--- src/design/pigv_pkg.sv ---
package pigv_pkg;

  // geometry of the tracked device
  localparam int unsigned PAGES_PER_BLOCK = 256;
  localparam int unsigned TOTAL_BLOCKS    = 256;
  localparam int unsigned SET_BLOCKS      = 64;
  localparam int unsigned CAPACITY        = TOTAL_BLOCKS * PAGES_PER_BLOCK;

  // field widths
  localparam int unsigned ADDR_W     = 16;
  localparam int unsigned PAGE_OFF_W = $clog2(PAGES_PER_BLOCK);
  localparam int unsigned BLK_W      = ADDR_W - PAGE_OFF_W;
  localparam int unsigned IDX_W      = 6;
  localparam int unsigned CNT_W      = 9;
  localparam int unsigned FIRST_W    = 8;
  localparam int unsigned BCNT_W     = 7;
  localparam int unsigned CFG_DATA_W = 8;
  localparam int unsigned CFG_IDX_W  = 1;
  localparam int unsigned SCAN_W     = $clog2(SET_BLOCKS + 1);

  // register indexes
  localparam logic [CFG_IDX_W-1:0] CFG_FIRST_BLOCK = 1'd0;
  localparam logic [CFG_IDX_W-1:0] CFG_BLOCK_COUNT = 1'd1;

  // item actions
  localparam logic ACT_INVALIDATE = 1'b0;
  localparam logic ACT_ERASE      = 1'b1;

  // controller to datapath
  typedef struct packed {
    logic capture;
    logic lookup;
    logic update;
    logic scan;
    logic emit;
  } pigv_cmd_t;

  // datapath to controller
  typedef struct packed {
    logic hit;
    logic scan_done;
    logic out_busy;
  } pigv_status_t;

endpackage

--- src/design/pigv_ctrl.sv ---
module pigv_ctrl (
  input  logic                  clk,
  input  logic                  rst,
  input  logic                  in_valid,
  input  pigv_pkg::pigv_status_t status,
  output pigv_pkg::pigv_cmd_t    cmd,
  output logic                  in_stall
);

  typedef enum logic [5:0] {
    S_IDLE  = 6'b000001,
    S_READ  = 6'b000010,
    S_WRITE = 6'b000100,
    S_SCAN  = 6'b001000,
    S_LAST  = 6'b010000,
    S_EMIT  = 6'b100000
  } state_t;

  state_t state, state_next;
  logic   accept;

  assign in_stall = (state != S_IDLE);
  assign accept   = in_valid && (state == S_IDLE);

  // state register
  always_ff @(posedge clk) begin
    if (rst) begin
      state <= S_IDLE;
    end else begin
      state <= state_next;
    end
  end

  // next state and commands
  always_comb begin
    state_next = state;
    cmd        = '0;
    unique case (state)
      S_IDLE: begin
        if (accept) begin
          cmd.capture = 1'b1;
          state_next  = status.hit ? S_READ : S_SCAN;
        end
      end
      S_READ: begin
        cmd.lookup = 1'b1;
        state_next = S_WRITE;
      end
      S_WRITE: begin
        cmd.update = 1'b1;
        state_next = S_SCAN;
      end
      S_SCAN: begin
        cmd.scan = 1'b1;
        if (status.scan_done) begin
          state_next = S_LAST;
        end
      end
      S_LAST: begin
        state_next = S_EMIT;
      end
      S_EMIT: begin
        if (!status.out_busy) begin
          cmd.emit   = 1'b1;
          state_next = S_IDLE;
        end
      end
      default: begin
        state_next = S_IDLE;
      end
    endcase
  end

endmodule

--- config.mk ---
export PLATFORM = sky130hd
export DESIGN_NAME = pigv_ctrl
export DESIGN_NICKNAME = d
export VERILOG_FILES = /design/src/design/pigv_pkg.sv /design/src/design/pigv_ctrl.sv
export SDC_FILE = /design/constraint.sdc
export NUM_CORES = 1
export LEC_CHECK = 0
export ABC_CLOCK_PERIOD_IN_PS = 1700
export BUFFER_PORTS_ARGS = -buffer_cell sky130_fd_sc_hd__buf_4
export CELL_PAD_IN_SITES_DETAIL_PLACEMENT = 0
export CELL_PAD_IN_SITES_GLOBAL_PLACEMENT = 2
export CORE_AREA = 2 2 42 44
export DETAILED_ROUTE_END_ITERATION = 10
export DIE_AREA = 0 0 44 46
export PLACE_DENSITY_LB_ADDON = 0.1
export SYNTH_ARGS = -nofsm -noshare
export SYNTH_HDL_FRONTEND = slang
export SYNTH_SLANG_ARGS = --single-unit
--- constraint.sdc ---
create_clock -name clk -period 1.7 [get_ports clk]
set_clock_uncertainty 0.1 [all_clocks]
set_input_delay 0.255 -clock clk [delete_from_list [all_inputs] [get_ports clk]]
set_output_delay 0.255 -clock clk [all_outputs]
set_load 0.005 [all_outputs]
; ---- Word-level counts from Yosys, hierarchy flattened
; Cells that the tools add are included.
[word_totals]
register_bits = 6
in_bits = 6
out_inout_bits = 6
wordCells = 25
[classes]
n_eq_ne = 10
mux = 12
reduce_logical = 2
[ops]
columns = cell, n
row1 = $pmux 6 s6, 1
row2 = $mux 6, 3
row3 = $mux 1, 7
row4 = $eq 6x1->1 const B, 1
row5 = $eq 6x2->1 const B, 1
row6 = $eq 6x3->1 const B, 1
row7 = $eq 6x4->1 const B, 1
row8 = $eq 6x5->1 const B, 1
row9 = $eq 6x6->1 const B, 1
row10 = $ne 2x2->1 const B, 3
row11 = $ne 6x1->1 const B, 1
row12 = $mux 4, 1
row13 = $reduce_and 3->1, 1
row14 = $logic_and 1x1->1, 1

; ---- Logic depth before layout (Yosys ltp)
; Gate-level depths: netlist of the first run.
[depth]
depth_word = 4
mapped_depth = 5
ltp_nobuf = 4

; ---- Worst setup path before layout of the first run
; OpenSTA, ideal clock, no wires.
[synth_path]
kind = flip-flop to output port
startpoint = register state[0]
endpoint = output port cmd[0] (netlist bit)
t_arrival_ns = 0.894
t_required_ns = 1.345
setup_slack_ns = 0.451
stages_incl_launch_ff = 5
n_path_buf = 1
cell_sequence = dfxtp_1 > buf_4 > nor3_4 > nand2_1 > nor3b_1
[synth_rtl]
columns = element, line_no
row1 = from (decl), pigv_ctrl.sv:19  ; state_t state, state_next;
row2 = from (signal assigned), pigv_ctrl.sv:30  ; state <= state_next;
row3 = to (decl), pigv_ctrl.sv:6  ; output pigv_pkg::pigv_cmd_t cmd,

==> results of run 1 <==
[critical path: stages (launching register included)]
cell and delay, ns:
dfxtp_1 0.37, nor3_4 0.25, nand3_2 0.15, nor2_2 0.12, buf_4 0.12
[metal layers]
metal	vias to the layer above	GRT usage (%)	share of wire, %
met5	-	0	0
met1	174	12.5	43
met3	0	6.35	7.8
met4	0	1.82	0
li1	191	-	-
met2	10	19.4	49
[synthesized netlist by cell type]
cell	instances
a41oi_1	1
buf_4	1
o221ai_2	1
and3b_2	1
inv_1	3
nor3_1	2
nand3_1	2
xor2_1	1
buf_6	1
nor2_1	7
nor3_4	2
o221a_1	1
and3_1	2
o21ai_0	2
dfxtp_1	6
nor4_1	1
mux2i_1	1
nand3_2	1
and3b_1	2
nor2b_1	1
nor3b_1	1
o21ai_2	1
o211ai_1	1
nand2_1	3
[report_power, final]
| group | total, mW | switching [mW] | internal [mW] |
|---|---|---|---|
| combinational | 0.157 | 0.0720 | 0.0852 |
| clock | 0.138 | 0.0573 | 0.0803 |
| sequential | 0.191 | 0.0339 | 0.157 |
[logic make-up after synthesis]
logic type,count (synthesis),synth area share [%]
flops,6,30.8
simple gates,25,41.0
compound gates,7,15.7
mux,1,2.56
buf+inv,5,7.69
xor+xnor,1,2.24
[worst max-delay path by stage]
stage and endpoint:
2_1_floorplan cmd[0], 3_3_place_gp cmd[0], 3_5_place_dp cmd[0], 4_1_cts cmd[0], 5_1_grt cmd[4], 6_report cmd[4]
[per-stage QoR]
stage | hold WS (ns) | instances | area [µm²] | util, %
after CTS | 0.0977 | 74 | 499 | 30.9
after global routing | 0.0994 | 75 | 518 | 32.1
final | 0.101 | 75 | 518 | 32.1
after global placement | 0.352 | 71 | 475 | 29.5
after detailed placement | 0.356 | 71 | 475 | 29.5
after floorplan | 0.227 | 45 | 390 | -
[what timing repair did]
| action | 4_1_cts | 5_1_grt |
|---|---|---|
| pin swaps | 0 | 2 |
| endpoints found under the setup margin | 1 | 3 |
| gates resized for setup | 1 | 5 |
| buffers inserted | 0 | 1 |
[layout make-up]
| cell class | count | area [µm²] | share of cell area (%) |
|---|---|---|---|
| tap | 17 | 21.3 | 4.11 |
| timing repair buffer | 12 | 90.1 | 17.4 |
| inverter | 3 | 11.3 | 2.17 |
| sequential | 6 | 125 | 24.2 |
| clock buffer | 3 | 22.5 | 4.35 |
| multi-input combinational | 34 | 248 | 47.8 |
==> run_results.csv, run 1 <==
group,metric,value,unit
cells_and_area,regMostFlops,"state",
timing,period_minus_slack,1.61,ns
synthesis,ys_warn_count,0,
hold_path,worst_hold_path.endpoint,"state[2]",
placed_design,port_buffers,11,
critical_path,reg2reg_depth,4,
clock_network,numCtsBuffers,3,
timing,worst_slew_pin_slew,0.337,ns
clock_network,clockRootBuffer,"clkbuf_4",
synthesis,synth_seq_cells,6,
critical_path,r2r_start,"state[2]",
global_route,grt_pass1_wl,1640,µm
clock_network,insertion_delay,0.24,ns
timing,fmax,622,MHz
synthesis,netlist.area_leader.share,30.8,%
clock_network,clk_pin_slew,0.05,ns
timing,relSlewSlack,77.3,%
critical_path,crit_path_start,"state[2]",
route,first_iter_violations,5,
critical_path,crit_type,"flop to output port",
critical_path,rrSetupSlack,0.35,ns
clock_network,cts.sinks,6,
global_route,grt_max_degree,9,
floorplanning,start_util,24.2,%
timing,finalCritPeriodShare,94.6,%
floorplanning,fp.coreArea,0.00161,mm²
route,drc,0,
route,drtAntennaViolNets,0,
floorplanning,dieArea,0.00202,mm²
floorplanning,io_pins,12,
synthesis,netlist_instances,45,
route,vias,375,
floorplanning,die_y,46,µm
placed_design,dp_hpwl,760,µm
global_route,antenna_found_initial,0,
timing,hold_viol,0,
synthesis,netlist_area,390,µm²
critical_path,cp_max_fo,6,
synthesis,synth_area_leader_cell,"dfxtp_1",
power,peakVddDrop,0.000353,V
global_route,overflow,0,
synthesis,yosysUniqueCellTypes,24,
critical_path,worstSetupStartpointType,"flop",
route,routedWlPerCell,13.0,µm
cells_and_area,mostFrequentLayoutCells,"buf_4 (12), nor2_1 (6), dfxtp_2 (4)",
placed_design,routabilityCongestion,0.827,
cells_and_area,drive_above_1_share,46.6,%
cells_and_area,area_delta_synth_final,32.7,%
clock_network,htree_num_levels,1,
run_status,status,"complete, no violations",
route,finalWirelength,978,µm
clock_network,cts_hold_buf,0,
placed_design,pre_cts_ws,0.265,ns
hold_path,min_path_cells,2,
route,viasPerCell,5.00,
timing,rsz0062_at_grt,"no",
critical_path,regToRegEndpoint,"state[3]",
synthesis,seq_area_frac_synth,30.8,%
cells_and_area,reg_top3,"state x6",
timing,setup_viol,0,
cells_and_area,diodes,0,
timing,setup_tns,0,ns
timing,drv_slew,0,
power,total_power,0.486,mW
cells_and_area,nets,66,
clock_network,clock_path_buffers,2,
global_route,grt_pass1_vias,371,
power,leakagePower,0.244,nW
synthesis,syn_area_per_cell,8.67,µm²
hold_path,min_from,"rst",
global_route,grtUsageTotal,11.4,%
cells_and_area,mostFrequentLayoutCell,"buf_4",
synthesis,synthTopCellsByArea,"dfxtp_1 (31%), nor3_4 (8.3%), nor2_1 (6.7%)",
critical_path,cp-end-kind,"output port",
critical_path,crit_arrival,1.25,ns
cells_and_area,largest_register_ffs,6,
synthesis,synth_nets,51,
clock_network,cts_tree,"done",
cells_and_area,fill_cells,179,
floorplanning,rows,15,
power,pwr_density_cell,938,mW/mm²
critical_path,cp.required,1.34,ns
flow_run,max_cap_viol_count,0,
route,first_pass_iters,4,
hold_path,hold_path_class,"input pin to flop",
floorplanning,die_w,44,µm
timing,timing.final.ws_setup,0.0922,ns
(Power assumes the default switching activity.)
==> run 2, diff against run 1 <==
Settings changed: CELL_PAD_IN_SITES_DETAIL_PLACEMENT 0 to unset, CELL_PAD_IN_SITES_GLOBAL_PLACEMENT 2 to unset, CORE_AREA 2 2 42 44 to 2 2 39 41, DIE_AREA 0 0 44 46 to 0 0 41 43, PLACE_DENSITY_LB_ADDON 0.1 to unset, RECOVER_POWER set to 50, SLEW_MARGIN set to 30.
==> run_results.csv, run 2 (same netlist as run 1, synthesis figures left out) <==
group,metric,value,unit
global_route,overflow,0,
flow_run,max_cap_viol_count,0,
route,routedWlPerCell,11.8,µm
critical_path,crit_end,"cmd[0]",
cells_and_area,regMostFlops,"state",
power,pwr_density_cell,942,mW/mm²
timing,rsz0062_at_grt,"no",
critical_path,worstSetupStartpointType,"flop",
route,viasPerCell,4.99,
clock_network,numCtsBuffers,3,
floorplanning,fp.coreArea,0.00138,mm²
critical_path,rrSetupSlack,0.27,ns
placed_design,routabilityCongestion,0.751,
critical_path,cp-end-kind,"output port",
critical_path,cp.required,1.34,ns
floorplanning,dieArea,0.00176,mm²
critical_path,crit_type,"flop to output port",
floorplanning,die_w,41,µm
route,drc,0,
cells_and_area,diodes,0,
critical_path,crit_arrival,1.29,ns
cells_and_area,nets,65,
cells_and_area,final_area,497,µm²
timing,hold_viol,0,
clock_network,cts_tree,"done",
timing,relSlewSlack,80.4,%
placed_design,placed_cells,70,
floorplanning,die_y,43,µm
route,first_pass_iters,4,
timing,period_minus_slack,1.64,ns
clock_network,clk_pin_slew,0.05,ns
clock_network,insertion_delay,0.25,ns
power,leakagePower,0.237,nW
timing,setup_tns,0,ns
global_route,antenna_found_initial,0,
clock_network,htree_num_levels,1,
clock_network,clock_path_buffers,2,
floorplanning,io_pins,12,
floorplanning,rows,14,
cells_and_area,mostFrequentLayoutCells,"buf_4 (11), nor2_1 (6)",
critical_path,crit_path_start,"state[4]",
timing,fmax,609,MHz
cells_and_area,drive_above_1_share,40.4,%
placed_design,dp_hpwl,687,µm
global_route,grt_pass1_wl,1310,µm
cells_and_area,largest_register_ffs,6,
clock_network,postCtsSetupBuffers,0,
run_status,status,"complete, no violations",
clock_network,cts.sinks,6,
clock_network,cts_hold_buf,0,
floorplanning,start_util,28.2,%
route,vias,364,
power,peakVddDrop,0.000331,V
cells_and_area,finalNonFillerCells,73,
timing,finalCritPeriodShare,96.6,%
global_route,grt_max_degree,9,
power,total_power,0.468,mW
route,drtAntennaViolNets,0,
critical_path,cp_max_fo,7,
timing,worst_slew_pin_slew,0.291,ns
route,finalWirelength,865,µm
cells_and_area,area_delta_synth_final,27.2,%
clock_network,clockRootBuffer,"clkbuf_4",
global_route,grtUsageTotal,11.1,%
cells_and_area,reg_top3,"state x6",
critical_path,regToRegEndpoint,"state[3]",
critical_path,reg2reg_depth,4,
timing,drv_slew,0,
route,first_iter_violations,9,
placed_design,port_buffers,11,
hold_path,hold_path_class,"input pin to flop",
critical_path,r2r_start,"state[2]",
cells_and_area,mostFrequentLayoutCell,"buf_4",
global_route,grt_pass1_vias,319,
placed_design,placed_cell_area,474,µm²
timing,setup_viol,0,
## run 2: repair_timing
item	4_1_cts	5_1_grt
hold endpoints to repair	0	0
gates resized for setup	0	4
setup endpoints to repair	0	2
## run 2: area by class of cell
cell class | instances | area [µm²]
fillers | 143 | 887
inverters | 3 | 11.3
repair buffers | 11 | 82.6
clock buffers | 3 | 22.5
well taps | 16 | 20.0
multi-input cells | 34 | 236
flip-flops and latches | 6 | 124
## run 2: how the worst min path moves through the flow
stage	startpoint	to	slack, ns	cells past startpoint
3_5_place_dp	rst	state[2]	0.35	2
5_1_grt	rst	state[2]	0.10	2
2_1_floorplan	rst	state[2]	0.23	1
6_report	rst	state[2]	0.10	2
3_3_place_gp	rst	state[2]	0.36	2
4_1_cts	rst	state[2]	0.1	2
## run 2: layer usage
metal | GRT usage (%) | up-vias | share of wire, % | wire (µm)
met3 | 3.14 | 2 | 6.1 | 53
met4 | 6.00 | 0 | 1.5 | 13
met2 | 13.4 | 17 | 45 | 390
li1 | - | 186 | - | -
met5 | 0 | - | 0 | 0
met1 | 16.9 | 159 | 47 | 408
## run 2: critical path, cell delays in order, from the launching register on
cell and delay (ns):
dfxtp_2 0.37, nor3_4 0.22, nand2_1 0.11, nor3b_1 0.19
buf_4 0.14
## run 2: where the power goes
part	internal [mW]	switching, mW
logic	0.0754	0.0678
registers	0.156	0.0318
clock network	0.0802	0.0569
## run 2: stage by stage
step                      hold WS [ns]  util (%)  setup slack (ns)
after floorplan                  0.227         -             0.451
after global placement           0.355      34.3             0.280
after detailed placement         0.350      34.3             0.290
after CTS                       0.0970      35.9            0.0180
after global routing             0.104      35.9            0.0102
final                            0.102      35.9            0.0578
==> run 3, diff against run 2 <==
Settings changed: SETUP_SLACK_MARGIN set to 0.2.
==> run_results.csv, run 3 (same netlist as run 1, synthesis figures left out) <==
group,metric,value,unit
placed_design,dp_hpwl,687,µm
route,vias,388,
timing,setup_tns,0,ns
critical_path,cp-end-kind,"output port",
clock_network,clk_pin_slew,0.05,ns
critical_path,cpPeakStageDelay,0.34,ns
timing,setup_viol,0,
route,routedWlPerCell,13.0,µm
cells_and_area,mostFrequentLayoutCell,"buf_4",
cells_and_area,diodes,0,
timing,fmax,645,MHz
clock_network,numCtsBuffers,3,
global_route,grt_max_degree,9,
critical_path,crit_type,"flop to output port",
clock_network,insertion_delay,0.25,ns
power,pwr_density_cell,923,mW/mm²
floorplanning,fp.coreArea,0.00138,mm²
floorplanning,start_util,28.2,%
clock_network,clockRootBuffer,"clkbuf_4",
route,viasPerCell,5.04,
critical_path,rrSetupSlack,0.27,ns
global_route,antenna_found_initial,0,
timing,relSlewSlack,80.1,%
cells_and_area,regMostFlops,"state",
critical_path,regToRegEndpoint,"state[3]",
placed_design,routabilityCongestion,0.751,
flow_run,max_cap_viol_count,0,
route,first_iter_violations,14,
global_route,grt_pass1_vias,339,
power,leakagePower,0.255,nW
timing,hold_viol,0,
cells_and_area,mostFrequentLayoutCells,"buf_4 (14), nor2_1 (6), clkbuf_4 (3), dfxtp_2 (3)",
clock_network,cts_tree,"done",
placed_design,port_buffers,11,
route,first_pass_iters,4,
critical_path,crit_arrival,1.20,ns
floorplanning,dieArea,0.00176,mm²
clock_network,clock_path_buffers,2,
route,drtAntennaViolNets,0,
timing,period_minus_slack,1.55,ns
critical_path,cp.buffers_inverters,1,
timing,rsz0062_at_grt,"yes",
timing,drv_slew,0,
floorplanning,die_w,41,µm
floorplanning,die_y,43,µm
hold_path,hold_path_class,"input pin to flop",
hold_path,worst_hold_path.endpoint,"state[2]",
critical_path,cp_max_fo,3,
critical_path,path_delay_family,"simple AND/OR/NAND/NOR gates",
route,drc,0,
power,total_power,0.517,mW
power,peakVddDrop,0.000339,V
run_status,status,"complete, no violations",
floorplanning,rows,14,
global_route,grtUsageTotal,12.0,%
global_route,overflow,0,
critical_path,r2r_start,"state[5]",
cells_and_area,drive_above_1_share,54.1,%
timing,finalCritPeriodShare,91.2,%
critical_path,cp.required,1.34,ns
placed_design,placed_cell_area,474,µm²
critical_path,worstSetupStartpointType,"flop",
critical_path,cp_cell_sequence,"nor3_4, nand2_2, nor3b_2, buf_4",
critical_path,slowest_stage,"dfxtp_4",
hold_path,min_path_cells,2,
cells_and_area,reg_top3,"state x6",
hold_path,min_from,"rst",
critical_path,reg2reg_depth,5,
cells_and_area,final_area,561,µm²
floorplanning,io_pins,12,
cells_and_area,area_delta_synth_final,43.6,%
route,finalWirelength,999,µm
cells_and_area,nets,69,
global_route,grt_pass1_wl,1420,µm
clock_network,cts.sinks,6,
timing,worst_slew_pin_slew,0.295,ns
cells_and_area,largest_register_ffs,6,
clock_network,htree_num_levels,1,
clock_network,cts_hold_buf,0,
[run 3: repair_timing]
item / in CTS / in global routing
setup endpoints to repair: 6 / 8
pin swaps: 4 / 5
buffers inserted: 2 / 2
resized for setup: 10 / 3
[run 3: worst max-delay path by stage]
| stage | depth (start not counted) | endpoint | start |
|---|---|---|---|
| after floorplan | 4 | cmd[0] | state[0] |
| after global placement | 4 | cmd[0] | state[4] |
| after detailed placement | 4 | cmd[0] | state[4] |
| after CTS | 4 | cmd[4] | state[5] |
| after global routing | 4 | cmd[4] | state[5] |
| final | 4 | cmd[0] | state[0] |
[run 3: area by class of cell]
| class | count | area, µm² |
|---|---|---|
| Fill cell | 137 | 823 |
| Clock buffer | 3 | 22.5 |
| Timing Repair Buffer | 15 | 109 |
| Inverter | 3 | 11.3 |
| Multi-Input combinational cell | 34 | 267 |
| Sequential cell | 6 | 131 |
| Tap cell | 16 | 20.0 |
[run 3: power breakdown]
part           switching (mW)  internal (mW)  total, mW
Clock                  0.0560         0.0802      0.136
Combinational           0.100          0.103      0.203
Sequential             0.0215          0.156      0.178
Total                   0.178          0.339      0.517
[run 3: layer usage]
| layer | track usage (%) | vias to the layer above | share of wire (%) |
|---|---|---|---|
| met3 | 3.14 | 2 | 4.8 |
| met5 | 0 | - | 0 |
| met4 | 6.00 | 0 | 1.1 |
| met1 | 17.5 | 176 | 46 |
| li1 | - | 193 | - |
| met2 | 15.6 | 17 | 48 |
[run 3: stage by stage]
step                hold WS, ns  util (%)  setup WS (ns)  cells
floorplan                 0.227         -          0.451     45
finish                   0.0921      40.5          0.150     77
global route             0.0967      40.5         0.0821     77
detailed placement        0.350      34.3          0.290     70
CTS                      0.0897      38.5          0.146     75
global placement          0.355      34.3          0.280     70
